`src/hdl/utf8d_pkg.sv`:
```
`timescale 1ns / 1ps
// Shared types and constants for the UTF-8 stream decoder.
// Used by the front, queue, back and top-level modules; no dependencies.
package utf8d_pkg;

	// Code point limits and markers.
	localparam logic [20:0] REPL_CHAR  = 21'h00FFFD;
	localparam logic [20:0] MAX_SCALAR = 21'h10FFFF;
	localparam logic [20:0] SURR_LO    = 21'h00D800;
	localparam logic [20:0] SURR_HI    = 21'h00DFFF;
	localparam logic [20:0] MIN_LEN1   = 21'h000080;
	localparam logic [20:0] MIN_LEN2   = 21'd2048;
	localparam logic [20:0] MIN_LEN3   = 21'd65536;

	// Byte classification bounds.
	localparam logic [7:0] LEAD2_LO = 8'hC2;
	localparam logic [7:0] LEAD3_LO = 8'hE0;
	localparam logic [7:0] LEAD4_LO = 8'hF0;
	localparam logic [7:0] LEAD_END = 8'hF5;
	localparam logic [7:0] ASCII_END = 8'h80;
	localparam logic [1:0] CONT_TAG = 2'b10;

	// Depth of the queue between the front and back parts.
	localparam int QDEPTH  = 4;
	localparam int QPTR_W  = $clog2(QDEPTH);
	localparam int QCNT_W  = $clog2(QDEPTH + 1);

	// One queued entry: the results caused by one input item.
	typedef struct packed {
		logic        two;
		logic [20:0] cp_first;
		logic [20:0] cp_last;
	} entry_t;

endpackage

```
`src/hdl/utf8_stream_decoder_top.sv`:
```
`timescale 1ns / 1ps
// UTF-8 stream decoder: one byte in, zero to two code points out.
// Results are registered in the queue and shown in order as older ones are popped.
// Throughput: one byte per cycle unless the queue is full, set by the classify step
// in the front; a byte giving two results holds its queue slot for two pops.
// Reset (arst_n low, asynchronous): closes any open sequence and empties the queue.
module utf8_stream_decoder_top (
	input  logic        clk,
	input  logic        arst_n,
	input  logic        push,
	output logic        full,
	input  logic [7:0]  byte_in,
	output logic        empty,
	input  logic        pop,
	output logic [20:0] code_point,
	output logic        last_of_run
);
	import utf8d_pkg::*;

	logic   q_wr;
	logic   q_rd;
	logic   q_empty;
	entry_t wr_entry;
	entry_t rd_entry;

	// Byte classification and sequence tracking.
	utf8d_front u_front (
		.clk     (clk),
		.arst_n  (arst_n),
		.push    (push),
		.byte_in (byte_in),
		.q_full  (full),
		.q_wr    (q_wr),
		.q_entry (wr_entry)
	);

	// Decoupling queue.
	utf8d_queue u_queue (
		.clk      (clk),
		.arst_n   (arst_n),
		.wr       (q_wr),
		.wr_entry (wr_entry),
		.rd       (q_rd),
		.rd_entry (rd_entry),
		.full     (full),
		.empty    (q_empty)
	);

	// Result delivery.
	utf8d_back u_back (
		.clk         (clk),
		.arst_n      (arst_n),
		.q_entry     (rd_entry),
		.q_empty     (q_empty),
		.q_rd        (q_rd),
		.pop         (pop),
		.empty       (empty),
		.code_point  (code_point),
		.last_of_run (last_of_run)
	);

endmodule

```
`src/hdl/utf8d_front.sv`:
```
`timescale 1ns / 1ps
// Front part: accepts bytes, tracks the open sequence and builds one
// queue entry per item that causes results. Depends on utf8d_pkg.
module utf8d_front (
	input  logic                   clk,
	input  logic                   arst_n,
	input  logic                   push,
	input  logic [7:0]             byte_in,
	input  logic                   q_full,
	output logic                   q_wr,
	output utf8d_pkg::entry_t      q_entry
);
	import utf8d_pkg::*;

	logic [1:0]  pending_q;
	logic [1:0]  seqlen_q;
	logic [20:0] partial_q;

	logic [1:0]  pending_d;
	logic [1:0]  seqlen_d;
	logic [20:0] partial_d;

	logic        accept;
	logic        is_cont;
	logic        lead_res;
	logic [20:0] lead_cp;
	logic [1:0]  lead_len;
	logic [20:0] lead_part;
	logic [20:0] shifted;
	logic [20:0] finished;
	logic        emit;
	logic        bad;

	assign accept  = push && !q_full;
	assign is_cont = (byte_in[7:6] == CONT_TAG);
	assign shifted = {partial_q[14:0], byte_in[5:0]};

	// Classify a byte handled as a lead.
	always_comb begin
		lead_res  = 1'b0;
		lead_cp   = REPL_CHAR;
		lead_len  = 2'd0;
		lead_part = '0;
		if (byte_in < ASCII_END) begin
			lead_res = 1'b1;
			lead_cp  = {13'd0, byte_in};
		end else if (byte_in >= LEAD2_LO && byte_in < LEAD3_LO) begin
			lead_len  = 2'd1;
			lead_part = {16'd0, byte_in[4:0]};
		end else if (byte_in >= LEAD3_LO && byte_in < LEAD4_LO) begin
			lead_len  = 2'd2;
			lead_part = {17'd0, byte_in[3:0]};
		end else if (byte_in >= LEAD4_LO && byte_in < LEAD_END) begin
			lead_len  = 2'd3;
			lead_part = {18'd0, byte_in[2:0]};
		end else begin
			lead_res = 1'b1;
		end
	end

	// Validate a sequence completed by this continuation byte.
	always_comb begin
		bad = (shifted > MAX_SCALAR) || (shifted >= SURR_LO && shifted <= SURR_HI);
		case (seqlen_q)
			2'd1:    bad = bad || (shifted < MIN_LEN1);
			2'd2:    bad = bad || (shifted < MIN_LEN2);
			2'd3:    bad = bad || (shifted < MIN_LEN3);
			default: bad = bad;
		endcase
		finished = bad ? REPL_CHAR : shifted;
	end

	// Next sequence state and the entry for this item.
	always_comb begin
		pending_d        = pending_q;
		seqlen_d         = seqlen_q;
		partial_d        = partial_q;
		emit             = 1'b0;
		q_entry.two      = 1'b0;
		q_entry.cp_first = REPL_CHAR;
		q_entry.cp_last  = REPL_CHAR;
		if (pending_q != 2'd0) begin
			if (is_cont) begin
				pending_d = pending_q - 2'd1;
				partial_d = shifted;
				if (pending_q == 2'd1) begin
					emit            = 1'b1;
					q_entry.cp_last = finished;
					seqlen_d        = 2'd0;
					partial_d       = '0;
				end
			end else begin
				// Cut sequence: replacement first, then the byte as a lead.
				emit             = 1'b1;
				q_entry.two      = lead_res;
				q_entry.cp_first = REPL_CHAR;
				q_entry.cp_last  = lead_res ? lead_cp : REPL_CHAR;
				pending_d        = lead_len;
				seqlen_d         = lead_len;
				partial_d        = lead_part;
			end
		end else begin
			emit            = lead_res;
			q_entry.cp_last = lead_cp;
			pending_d       = lead_len;
			seqlen_d        = lead_len;
			partial_d       = lead_part;
		end
	end

	assign q_wr = accept && emit;

	// Sequence state registers.
	always_ff @(posedge clk or negedge arst_n) begin
		if (!arst_n) begin
			pending_q <= 2'd0;
			seqlen_q  <= 2'd0;
			partial_q <= '0;
		end else if (accept) begin
			pending_q <= pending_d;
			seqlen_q  <= seqlen_d;
			partial_q <= partial_d;
		end
	end

endmodule

```
`src/hdl/utf8d_queue.sv`:
```
`timescale 1ns / 1ps
// Short queue of decoded entries between the front and back parts.
// Depends on utf8d_pkg for the entry type and depth.
module utf8d_queue (
	input  logic                   clk,
	input  logic                   arst_n,
	input  logic                   wr,
	input  utf8d_pkg::entry_t      wr_entry,
	input  logic                   rd,
	output utf8d_pkg::entry_t      rd_entry,
	output logic                   full,
	output logic                   empty
);
	import utf8d_pkg::*;

	entry_t                store_q [QDEPTH];
	logic [QPTR_W-1:0]     wptr_q;
	logic [QPTR_W-1:0]     rptr_q;
	logic [QCNT_W-1:0]     count_q;

	assign full     = (count_q == QCNT_W'(QDEPTH));
	assign empty    = (count_q == '0);
	assign rd_entry = store_q[rptr_q];

	// Entry storage.
	always_ff @(posedge clk) begin
		if (wr) begin
			store_q[wptr_q] <= wr_entry;
		end
	end

	// Pointers and fill count.
	always_ff @(posedge clk or negedge arst_n) begin
		if (!arst_n) begin
			wptr_q  <= '0;
			rptr_q  <= '0;
			count_q <= '0;
		end else begin
			if (wr) begin
				wptr_q <= wptr_q + 1'b1;
			end
			if (rd) begin
				rptr_q <= rptr_q + 1'b1;
			end
			if (wr && !rd) begin
				count_q <= count_q + 1'b1;
			end else if (rd && !wr) begin
				count_q <= count_q - 1'b1;
			end
		end
	end

endmodule

```
`src/hdl/utf8d_back.sv`:
```
`timescale 1ns / 1ps
// Back part: unpacks queued entries into single results, the first of a
// pair before the last. Depends on utf8d_pkg for the entry type.
module utf8d_back (
	input  logic                   clk,
	input  logic                   arst_n,
	input  utf8d_pkg::entry_t      q_entry,
	input  logic                   q_empty,
	output logic                   q_rd,
	input  logic                   pop,
	output logic                   empty,
	output logic [20:0]            code_point,
	output logic                   last_of_run
);
	import utf8d_pkg::*;

	logic second_q;
	logic show_first;
	logic take;

	assign empty       = q_empty;
	assign show_first  = q_entry.two && !second_q;
	assign code_point  = show_first ? q_entry.cp_first : q_entry.cp_last;
	assign last_of_run = !show_first;
	assign take        = pop && !q_empty;
	assign q_rd        = take && !show_first;

	// Tracks whether the first result of a pair has been taken.
	always_ff @(posedge clk or negedge arst_n) begin
		if (!arst_n) begin
			second_q <= 1'b0;
		end else if (take) begin
			second_q <= show_first;
		end
	end

endmodule

```
`config.mk`:
```
export PLATFORM = sky130hd
export DESIGN_NAME = utf8_stream_decoder_top
export DESIGN_NICKNAME = d
export VERILOG_FILES = /design/src/hdl/utf8d_pkg.sv /design/src/hdl/utf8_stream_decoder_top.sv /design/src/hdl/utf8d_front.sv /design/src/hdl/utf8d_queue.sv /design/src/hdl/utf8d_back.sv
export SDC_FILE = /design/constraint.sdc
export NUM_CORES = 1
export LEC_CHECK = 0
export BUFFER_PORTS_ARGS = -buffer_cell sky130_fd_sc_hd__buf_2
export CAP_MARGIN = 20
export CELL_PAD_IN_SITES_DETAIL_PLACEMENT = 1
export CELL_PAD_IN_SITES_GLOBAL_PLACEMENT = 1
export CORE_MARGIN = 4
export CORE_UTILIZATION = 50
export DETAILED_ROUTE_END_ITERATION = 6
export HOLD_SLACK_MARGIN = 0.05
export PLACE_DENSITY_LB_ADDON = 0.05
export SLEW_MARGIN = 25
export SYNTH_ARGS = -nofsm -noshare
export SYNTH_HDL_FRONTEND = slang
export SYNTH_SLANG_ARGS = --single-unit
```
`constraint.sdc`:
```
create_clock -name clk -period 3.3 [get_ports clk]
set_clock_uncertainty 0.15 [all_clocks]
set_input_delay 0.165 -clock clk [delete_from_list [all_inputs] [get_ports clk]]
set_output_delay 0.165 -clock clk [all_outputs]
set_load 0.005 [all_outputs]
```
# --- Yosys cells after proc, flatten, opt, wreduce, memory -nomap -nowiden ---
# Memory sizes are Yosys's and may differ from the RTL's.
# Cells that the tools add are included.
classes:
  add_sub_neg: 5
  n_lt_le_gt_ge: 13
  eq_ne: 7
  n_mux: 37
  n_reduce_logical: 25
ops:
  columns: ["op", "count"]
  rows:
  - ["$mux 21", 5]
  - ["$mux 15", 5]
  - ["$mux 22", 2]
  - ["$lt 8x8->1 const B", 4]
  - ["$mux 16", 2]
  - ["$ge 8x8->1 const B", 3]
  - ["$ge 21x16->1 const B", 1]
  - ["$gt 21x21->1 const B", 1]
  - ["$le 21x16->1 const B", 1]
  - ["$lt 21x12->1 const B", 1]
  - ["$lt 21x17->1 const B", 1]
  - ["$lt 21x8->1 const B", 1]
  - ["$mux 2", 9]
  - ["$logic_and 1x1->1", 11]
  - ["$mux 1", 9]
  - ["$mux 3", 3]
  - ["$eq 2x2->1 const B", 3]
  - ["$logic_not 1->1", 6]
  - ["$add 2x1->2 const B", 2]
  - ["$eq 2x1->1 const B", 2]
  - ["$logic_or 1x1->1", 4]
  - ["$mux 4", 1]
  - ["$reduce_bool 2->1", 2]
  - ["$add 3x1->3 const B", 1]
  - ["other kinds (7)", 7]
word_totals:
  ff_bits: 27
  ramBits: 172
  input_bits: 12
  output_inout_bits: 24
  wordCells: 95
  n_memories: 1
mem_list:
  columns: ["memory", "words", "width", "read_ports", "rd_clocked_by_memory_dff", "wr", "line_no", "text"]
  rows:
  - ["u_queue.store_q", 4, 43, 1, 0, 1, "utf8d_queue.sv:16", "entry_t store_q [QDEPTH];"]

# --- Depth between registers and ports, before layout ---
# Gate-level depths: netlist of run 1.
depth:
  word_depth: 12
  mapped_depth: 12
  depth_no_buf: 11

# --- Modules after synthesis ---
# A second synthesis of run 1 with hierarchy kept.
hier_totals:
  cells_unflattened: 474
  hier_area_um2: 8713.4
modules_own_cells:
  columns: ["mod", "n_inst", "cells_per_inst", "area_per_inst_um2", "seq_area_each_um2"]
  rows:
  - ["utf8d_queue", 1, 259, 6658.9, 5340.1]
  - ["utf8d_front", 1, 184, 1635.3, 475.5]
  - ["utf8d_back", 1, 31, 419.2, 25.0]

# --- Least setup slack after synthesis of run 1 ---
# Ideal clock, no wire load.
synth_path:
  kind: "register to register"
  startpoint: "register u_front.pending_q[0]"
  endpoint: "register u_queue.count_q[1]"
  setup_ns: 0.125
  t_arrival_ns: 2.367
  required_ns: 3.025
  path_slack_ns: 0.658
  path_stages_with_launch: 11
  n_path_buf: 1
  synth_period_minus_slack_ns: 2.642
  path_cell_list: "dfrtp_1 -> inv_1 -> ha_1 -> or3b_1 -> buf_4 -> o211ai_4 -> a31oi_4 -> ha_1 -> inv_1 -> fa_1 -> mux2_2"
synth_via:
  elab_chain_len: 8
  elab_cells_between_ends: 11
  classes_between: "eq/ne (1); mux (4); reduce/logical (6)"
synth_rtl:
  columns: ["element", "line_no", "text"]
  rows:
  - ["start: declaration", "utf8d_front.sv:15", "logic [1:0] pending_q;"]
  - ["start signal: assignment", "utf8d_front.sv:120", "pending_q <= pending_d;"]
  - ["$eq 2x1->1", "utf8d_front.sv:86", "if (pending_q == 2'd1) begin"]
  - ["$mux 1", "utf8d_front.sv:86", null]
  - ["$mux 1", "utf8d_front.sv:83", "if (is_cont) begin"]
  - ["$mux 1 *", "utf8d_front.sv:82", "if (pending_q != 2'd0) begin"]
  - ["$logic_and 1x1->1 *", "utf8d_front.sv:111", "assign q_wr = accept && emit;"]
  - ["via q_wr", "utf8_stream_decoder_top.sv:20", "logic q_wr;"]
  - ["$logic_not 1->1", "utf8d_queue.sv:47", "end else if (rd && !wr) begin"]
  - ["$logic_and 1x1->1", "utf8d_queue.sv:47", null]
  - ["$reduce_bool 2->1 (no source line)", null, null]
  - ["end signal: assignment", "utf8d_queue.sv:46", "count_q <= count_q + 1'b1;"]
  - ["end signal: assignment", "utf8d_queue.sv:48", "count_q <= count_q - 1'b1;"]
  - ["end: declaration", "utf8d_queue.sv:19", "logic [QCNT_W-1:0] count_q;"]
# Mark *: on every way through the listed nets, which the timed path passes. The rest lies on a longest branch.
# A chain may end at the register's enable or synchronous reset.

# --- Worst setup path after layout of run 1 ---
layout_path:
  startpoint: "register u_queue.rptr_q[0]"
  endpoint: "register u_queue.count_q[2]"
layout_via:
  elab_chain_len: 7
  elab_cells_between_ends: 9
  classes_between: "mux (1); reduce/logical (7); memory (1)"
layout_rtl:
  columns: ["element", "line_no", "text"]
  rows:
  - ["start: declaration", "utf8d_queue.sv:18", "logic [QPTR_W-1:0] rptr_q;"]
  - ["start signal: assignment", "utf8d_queue.sv:43", "rptr_q <= rptr_q + 1'b1;"]
  - ["$mem_v2 4x43 *", null, null]
  - ["$logic_and 1x1->1 *", "utf8d_back.sv:22", "assign show_first = q_entry.two && !second_q;"]
  - ["$logic_not 1->1 *", "utf8d_back.sv:26", "assign q_rd = take && !show_first;"]
  - ["$logic_and 1x1->1 *", "utf8d_back.sv:26", null]
  - ["$logic_not 1->1", "utf8d_queue.sv:45", "if (wr && !rd) begin"]
  - ["$logic_and 1x1->1", "utf8d_queue.sv:45", null]
  - ["$mux 3 / $reduce_bool 2->1 (equally long branches)", null, null]
# Every way passes the cells marked *; elsewhere a longest branch is shown, timed or not.

==> metrics.csv, run 1 <==
metric,value,unit
cp-start-kind,register,
cts_resized,0,
fillerInstances,907,
synth-seq-cells,115,
drc_errors,0,
grt_pass1_wl,19200,µm
area_of_all_placed_cells_without_fillers,0.00620,mm²
ys_async_sr_fraction,23.5,%
synth_top_area_share,51.6,%
netlist_top_cells_area,"sky130_fd_sc_hd__edfxtp_1 52%, sky130_fd_sc_hd__dfrtp_1 13%, sky130_fd_sc_hd__mux4_2 9.7%",
final-max-slew-violation-count,0,
timing.hold.ws,59.4,ps
fmax,339,MHz
cp.required,3580,ps
cts_made_buffers,17,
via_per_inst,5.77,
post-route-util,62.9,%
power.density_cell_area,894,mW/mm²
arrival_time_of_data_at_the_critical_path_endpoint,3230,ps
run_status,finished clean,
syn_to_final_growth,21.2,%
dieArea,0.0119,mm²
mappedNetlistArea,0.00512,mm²
global_route.usage.total,22.3,%
max-cap-violations,0,
ant_diodes,0,
port_buf_inserts,35,
drt-initial-drc-count,180,
htreeDepth,4,
worst_setup_hold_path_clk_slew,60,ps
timing.hold.worst.class,in2async,
setup_slack,349,ps
post_route_setup_tns,0,ps
relative_slew_slack,54.4,%
ys_warn_count,0,
placed_cells,493,
cp_slowest_stage_delay,560,ps
criticalPathCategory,reg2reg,
grt_pass1_vias,3405,
num_io_pins,36,
crit_chain,mux4_2 -> nor2b_2 -> inv_2 -> nand2_1 -> ha_1 -> inv_1 -> fa_1 -> xor2_1 -> nor2_1 -> xor2_1,
number_of_nets_produced_by_synthesis,349,
share_of_the_clock_period_used_by_the_worst_path_after_layout,89.4,%
die_y,109,µm
antenna_found_initial,0,
ys_seq_area_share,64.8,%
rsz0062_at_grt,false,
global_route.overflow_total,0,
prevailing_post_synth_register_cell,sky130_fd_sc_hd__edfxtp_1,
drive_gt1_share,31.6,%
postCtsSetupRepairBufs,0,
multi_input_comb_area,0.00166,mm²
synthDistinctLibCells,54,
dpl-instance-area,0.00545,mm²
post_layout_nonfiller_instances,541,
synthesis.instances,329,
commonest_cells_after_routing_fill_and_taps_aside,"88 x sky130_fd_sc_hd__edfxtp_1, 35 x sky130_fd_sc_hd__buf_2, 27 x sky130_fd_sc_hd__nor2_1, 27 x sky130_fd_sc_hd__dfrtp_1, 22 x sky130_fd_sc_hd__mux4_2",
cts_tree,yes,
setup-violations-final,0,
mostFrequentLayoutCell,sky130_fd_sc_hd__edfxtp_1,
worst_ir_drop_on_vdd,0.000476,V
setup_ws_pre_cts,313,ps
place_hpwl,7420,µm
design.final.nets,415,
syn_area_per_cell,15.6,µm²
drt.antenna.violating_nets,0,
clk_latency,510,ps
reg2reg_slack,350,ps
crit_fanout,16,
sequential_cell_area,0.00332,mm²
yosys.area.top_type,sky130_fd_sc_hd__edfxtp_1,
gp_routability_congestion,0.846,
post_cts_hold_buffer_count,16,
number_of_synthesized_flops_with_an_enable_pin,88,
slowest_stage,sky130_fd_sc_hd__nor2b_2,
dr.pass1.iters,4,
crit_path_frequent_cell,sky130_fd_sc_hd__xor2_1,
static-leakage-power,2.36,nW
hold_viol,0,
finalPower,5.55,mW
cts-root-to-sink-buffers,2,
period_needed,2950,ps
die_width,109,µm
clk_root_buffer_cell,sky130_fd_sc_hd__clkbuf_8,
worst_slew_pin_slew,679,ps
routed-via-count,3121,
placement_rows,36,
grt_max_degree,28,
initial_utilization,51.9,%
critPathCaptureType,register,
drt-total-wl,11800,µm
fp.coreArea,0.00986,mm²
wl_per_cell,21.7,µm
clkSinkCount,115,
## path summary, 6_finish.rpt
check / start / to / cells after the start
worst min-delay path: arst_n / u_front.pending_q[0]$_DFFE_PN0P_ / 2
worst max-delay path: u_queue.rptr_q[0]$_DFFE_PN0P_ / u_queue.count_q[2]$_DFFE_PN0P_ / 10
max in group asynchronous: arst_n / u_front.partial_q[3]$_DFFE_PN0P_ / 2
worst max register to register: u_queue.rptr_q[0]$_DFFE_PN0P_ / u_queue.count_q[2]$_DFFE_PN0P_ / 10
min in group clk: byte_in[7] / u_queue.store_q[3][3]$_DFFE_PP_ / 3
worst min register to register: u_back.second_q$_DFFE_PN0P_ / u_back.second_q$_DFFE_PN0P_ / 1
## flip-flops by register name, summed over array words and instances, names as in the netlist
register and flops:
u_queue.store_q 88, u_queue.wptr_q 2, u_front.pending_q 2, u_front.partial_q 15, u_queue.rptr_q 2, u_front.seqlen_q 2, u_back.second_q 1, u_queue.count_q 3
## final cells by class
cell class / instances / area share [%]
multi-input cells: 187 / 26.8
clock buffers: 20 / 6.86
repair buffers: 64 / 6.98
clock inverters: 12 / 2.62
well taps: 133 / 2.68
flip-flops and latches: 115 / 53.5
inverters: 10 / 0.605
## critical path: cells and delay by family, from the launching register on
family                     cells  cell delay (ps)
muxes                          1              340
xor gates and xnor gates       2              300
adders and majority gates      2              580
DFF                            1              400
buffers and inverters          2              260
and+or+nand+nor                3              840
## Yosys cell counts, drive strengths merged (4+ instances only)
| master | number |
|---|---|
| mux4 | 22 |
| or2 | 17 |
| nor3 | 7 |
| and3 | 7 |
| a22o | 10 |
| o21ai | 6 |
| and2 | 11 |
| edfxtp | 88 |
| inv | 9 |
| a31oi | 16 |
| buf | 13 |
| ha | 7 |
| nor2 | 28 |
| nand2 | 12 |
| dfrtp | 27 |
| clkbuf | 4 |
| mux2i | 4 |
## where the power goes
group	internal (mW)	total, mW	switching, mW
Sequential	1.88	2.01	0.132
Combinational	0.823	1.73	0.902
Clock	1.21	1.81	0.600
Total	3.91	5.55	1.63
## cell families after synthesis
| group | after synthesis | synth area share [%] |
|---|---|---|
| flip-flops | 115 | 64.8 |
| AND/OR/NAND/NOR | 96 | 10.1 |
| AO/OA/AOI/OAI | 48 | 8.02 |
| multiplexers | 29 | 11.2 |
| buffers and inverters | 27 | 2.74 |
| adder cells (fa/ha/maj) | 8 | 2.10 |
| XOR/XNOR | 6 | 1.03 |
## metal layers
metal  global-route usage [%]  part of all wire, %  wire length [µm]
met1                     29.2                   43              5100
met2                     35.9                   50              5920
met3                     6.34                  4.1               483
met4                     7.57                  2.1               250
met5                        0                    0                 0
Power figures use the tool's default switching activity.
==> run 2, diff against run 1 <==
ABC_AREA = 1   (was default)
CORE_UTILIZATION = 48   (was 50)
==> metrics.csv, run 2 <==
metric,value,unit
fp.coreArea,0.0104,mm²
synthDistinctLibCells,36,
global_route.overflow_total,0,
gp_routability_congestion,0.838,
place_hpwl,8130,µm
mostFrequentLayoutCell,sky130_fd_sc_hd__edfxtp_1,
synth_top_area_share,50.9,%
cp.required,3540,ps
wl_per_cell,18.8,µm
regMostFlops,u_queue.store_q,
number_of_nets_produced_by_synthesis,473,
setup_slack,462,ps
timing.hold.worst.class,reg2reg,
area_of_all_placed_cells_without_fillers,0.00618,mm²
placement_rows,37,
ys_async_sr_fraction,23.5,%
initial_utilization,49.9,%
drt-total-wl,12400,µm
multi_input_comb_area,0.00154,mm²
worst_ir_drop_on_vdd,0.000390,V
fillerInstances,1104,
period_needed,2840,ps
die_y,112,µm
max-cap-violations,0,
syn_to_final_growth,18.9,%
clk_latency,520,ps
power.density_cell_area,884,mW/mm²
critical_path.reg2reg.startpoint,u_front.pending_q[0]$_DFFE_PN0P_,
largest_reg_flops,88,
num_io_pins,36,
criticalPathCategory,reg2reg,
sequential_cell_area,0.00332,mm²
ant_diodes,0,
post_route_setup_tns,0,ps
hold_viol,0,
finalPower,5.46,mW
design.final.nets,530,
postCtsSetupRepairBufs,0,
mappedNetlistArea,0.00519,mm²
dr.pass1.iters,4,
cts-root-to-sink-buffers,2,
crit_start,u_front.pending_q[0]$_DFFE_PN0P_,
netlist_top_cells_area,"sky130_fd_sc_hd__edfxtp_1 51%, sky130_fd_sc_hd__dfrtp_1 13%, sky130_fd_sc_hd__nor2_1 4.6%",
syn_area_per_cell,11.5,µm²
run_status,finished clean,
rsz0062_at_grt,false,
largestRegisters,"u_queue.store_q (88), u_front.partial_q (15), u_queue.count_q (3)",
global_route.usage.total,21.6,%
drc_errors,0,
hold_path_startpoint,u_back.second_q$_DFFE_PN0P_,
clkSinkCount,115,
grt_pass1_wl,20800,µm
crit_fanout,12,
grt_max_degree,44,
setup-violations-final,0,
die_width,112,µm
prevailing_post_synth_register_cell,sky130_fd_sc_hd__edfxtp_1,
post_cts_hold_buffer_count,14,
cts_resized,0,
fmax,352,MHz
dpl-instance-area,0.00551,mm²
final-max-slew-violation-count,0,
relative_slew_slack,58.4,%
grt_pass1_vias,3958,
routed-via-count,3594,
htreeDepth,4,
commonest_cells_after_routing_fill_and_taps_aside,"88 x sky130_fd_sc_hd__edfxtp_1, 59 x sky130_fd_sc_hd__inv_1, 59 x sky130_fd_sc_hd__nor2_1",
synth_commonest_cells,"88 x sky130_fd_sc_hd__edfxtp_1, 63 x sky130_fd_sc_hd__nor2_1, 59 x sky130_fd_sc_hd__inv_1",
cp-start-kind,register,
ys_seq_area_share,63.9,%
clk_root_buffer_cell,sky130_fd_sc_hd__clkbuf_8,
arrival_time_of_data_at_the_critical_path_endpoint,3080,ps
worst_setup_hold_path_clk_slew,60,ps
static-leakage-power,2.49,nW
drt.antenna.violating_nets,0,
number_of_synthesized_flops_with_an_enable_pin,88,
synth-seq-cells,115,
dominant_cell_by_count_in_the_synthesized_netlist,sky130_fd_sc_hd__edfxtp_1,
cts_tree,yes,
yosys.area.top_type,sky130_fd_sc_hd__edfxtp_1,
worst_slew_pin_slew,622,ps
synthesis.instances,453,
ys_warn_count,0,
dieArea,0.0125,mm²
timing.hold.ws,345,ps
setup_ws_pre_cts,470,ps
critPathCaptureType,register,
port_buf_inserts,35,
drt-initial-drc-count,175,
drive_gt1_share,20.5,%
antenna_found_initial,0,
cts_made_buffers,17,
share_of_the_clock_period_used_by_the_worst_path_after_layout,86.0,%
via_per_inst,5.45,
[run 2: cell types whose count changed after synthesis, moves of 11 or more]
cell,before,now
sky130_fd_sc_hd__mux4_2,22,0
sky130_fd_sc_hd__a31oi_1,15,3
sky130_fd_sc_hd__inv_1,8,59
sky130_fd_sc_hd__nand3_1,3,14
sky130_fd_sc_hd__o221ai_1,0,15
sky130_fd_sc_hd__nand2_1,12,35
sky130_fd_sc_hd__and2_1,11,0
sky130_fd_sc_hd__nor2_1,27,63
sky130_fd_sc_hd__o21ai_0,6,39
sky130_fd_sc_hd__mux2i_1,4,15
sky130_fd_sc_hd__or2_2,16,0
[run 2: final cells by class]
type | count | area share (%)
Clock buffer | 17 | 6.71
Tap cell | 136 | 2.76
Inverter | 64 | 3.89
Multi-Input combinational cell | 254 | 25.0
Clock inverter | 15 | 1.74
Timing Repair Buffer | 58 | 6.20
Sequential cell | 115 | 53.7
[run 2: per-layer routing]
layer	share of wire [%]	GRT usage, %	vias to the layer above
li1	-	-	1697
met1	43	26.0	1797
met2	52	37.8	75
met3	3.1	4.64	25
met4	2.2	9.05	0
met5	0	0	-
[run 2: logic make-up after synthesis]
family                     Yosys count  share of synthesized area, %
and+or+nand+nor                    147                          14.1
AOI/OAI and AO/OA                   80                          9.66
adders and majority gates            8                          2.07
buffers and inverters               84                          6.60
muxes                               15                          2.89
xor gates and xnor gates             4                         0.819
DFF                                115                          63.9
[run 2: stage by stage]
stage,instances,utilization (%)
floorplan,453,-
global placement,613,52.9
detailed placement,613,52.9
CTS,659,59.3
global route,659,59.3
finish,659,59.3
[run 2: worst max-delay path: stages (launching register included)]
cell and delay [ps]:
sky130_fd_sc_hd__dfrtp_1 400, sky130_fd_sc_hd__inv_1 80, sky130_fd_sc_hd__ha_1 230, sky130_fd_sc_hd__inv_1 220, sky130_fd_sc_hd__nand3_2 180, sky130_fd_sc_hd__inv_2 70, sky130_fd_sc_hd__nor2_4 170, sky130_fd_sc_hd__nand2_4 120
sky130_fd_sc_hd__inv_2 80, sky130_fd_sc_hd__ha_1 140, sky130_fd_sc_hd__inv_1 60, sky130_fd_sc_hd__fa_1 380, sky130_fd_sc_hd__a21oi_1 150, sky130_fd_sc_hd__o21ai_0 120, sky130_fd_sc_hd__xor2_1 150
[run 2: power by group]
part	leakage (nW)	switching [mW]	internal [mW]	total, mW
combinational	1.10	1.18	0.668	1.85
clock	0.241	0.667	0.921	1.59
sequential	1.15	0.135	1.89	2.03
total	2.49	1.98	3.48	5.46
[run 2: worst paths after layout]
| check | to | slack [ps] | cells after the start |
|---|---|---|---|
| setup / recovery | u_queue.count_q[2]$_DFFE_PN0P_ | 460 | 14 |
| hold / removal | u_back.second_q$_DFFE_PN0P_ | 350 | 1 |
| setup reg to reg | u_queue.count_q[2]$_DFFE_PN0P_ | 460 | 14 |
| hold reg to reg | u_back.second_q$_DFFE_PN0P_ | 350 | 1 |
| max in group asynchronous | u_queue.count_q[0]$_DFFE_PN0P_ | 1180 | 4 |
| min in group asynchronous | u_front.partial_q[7]$_DFFE_PN0P_ | 470 | 3 |
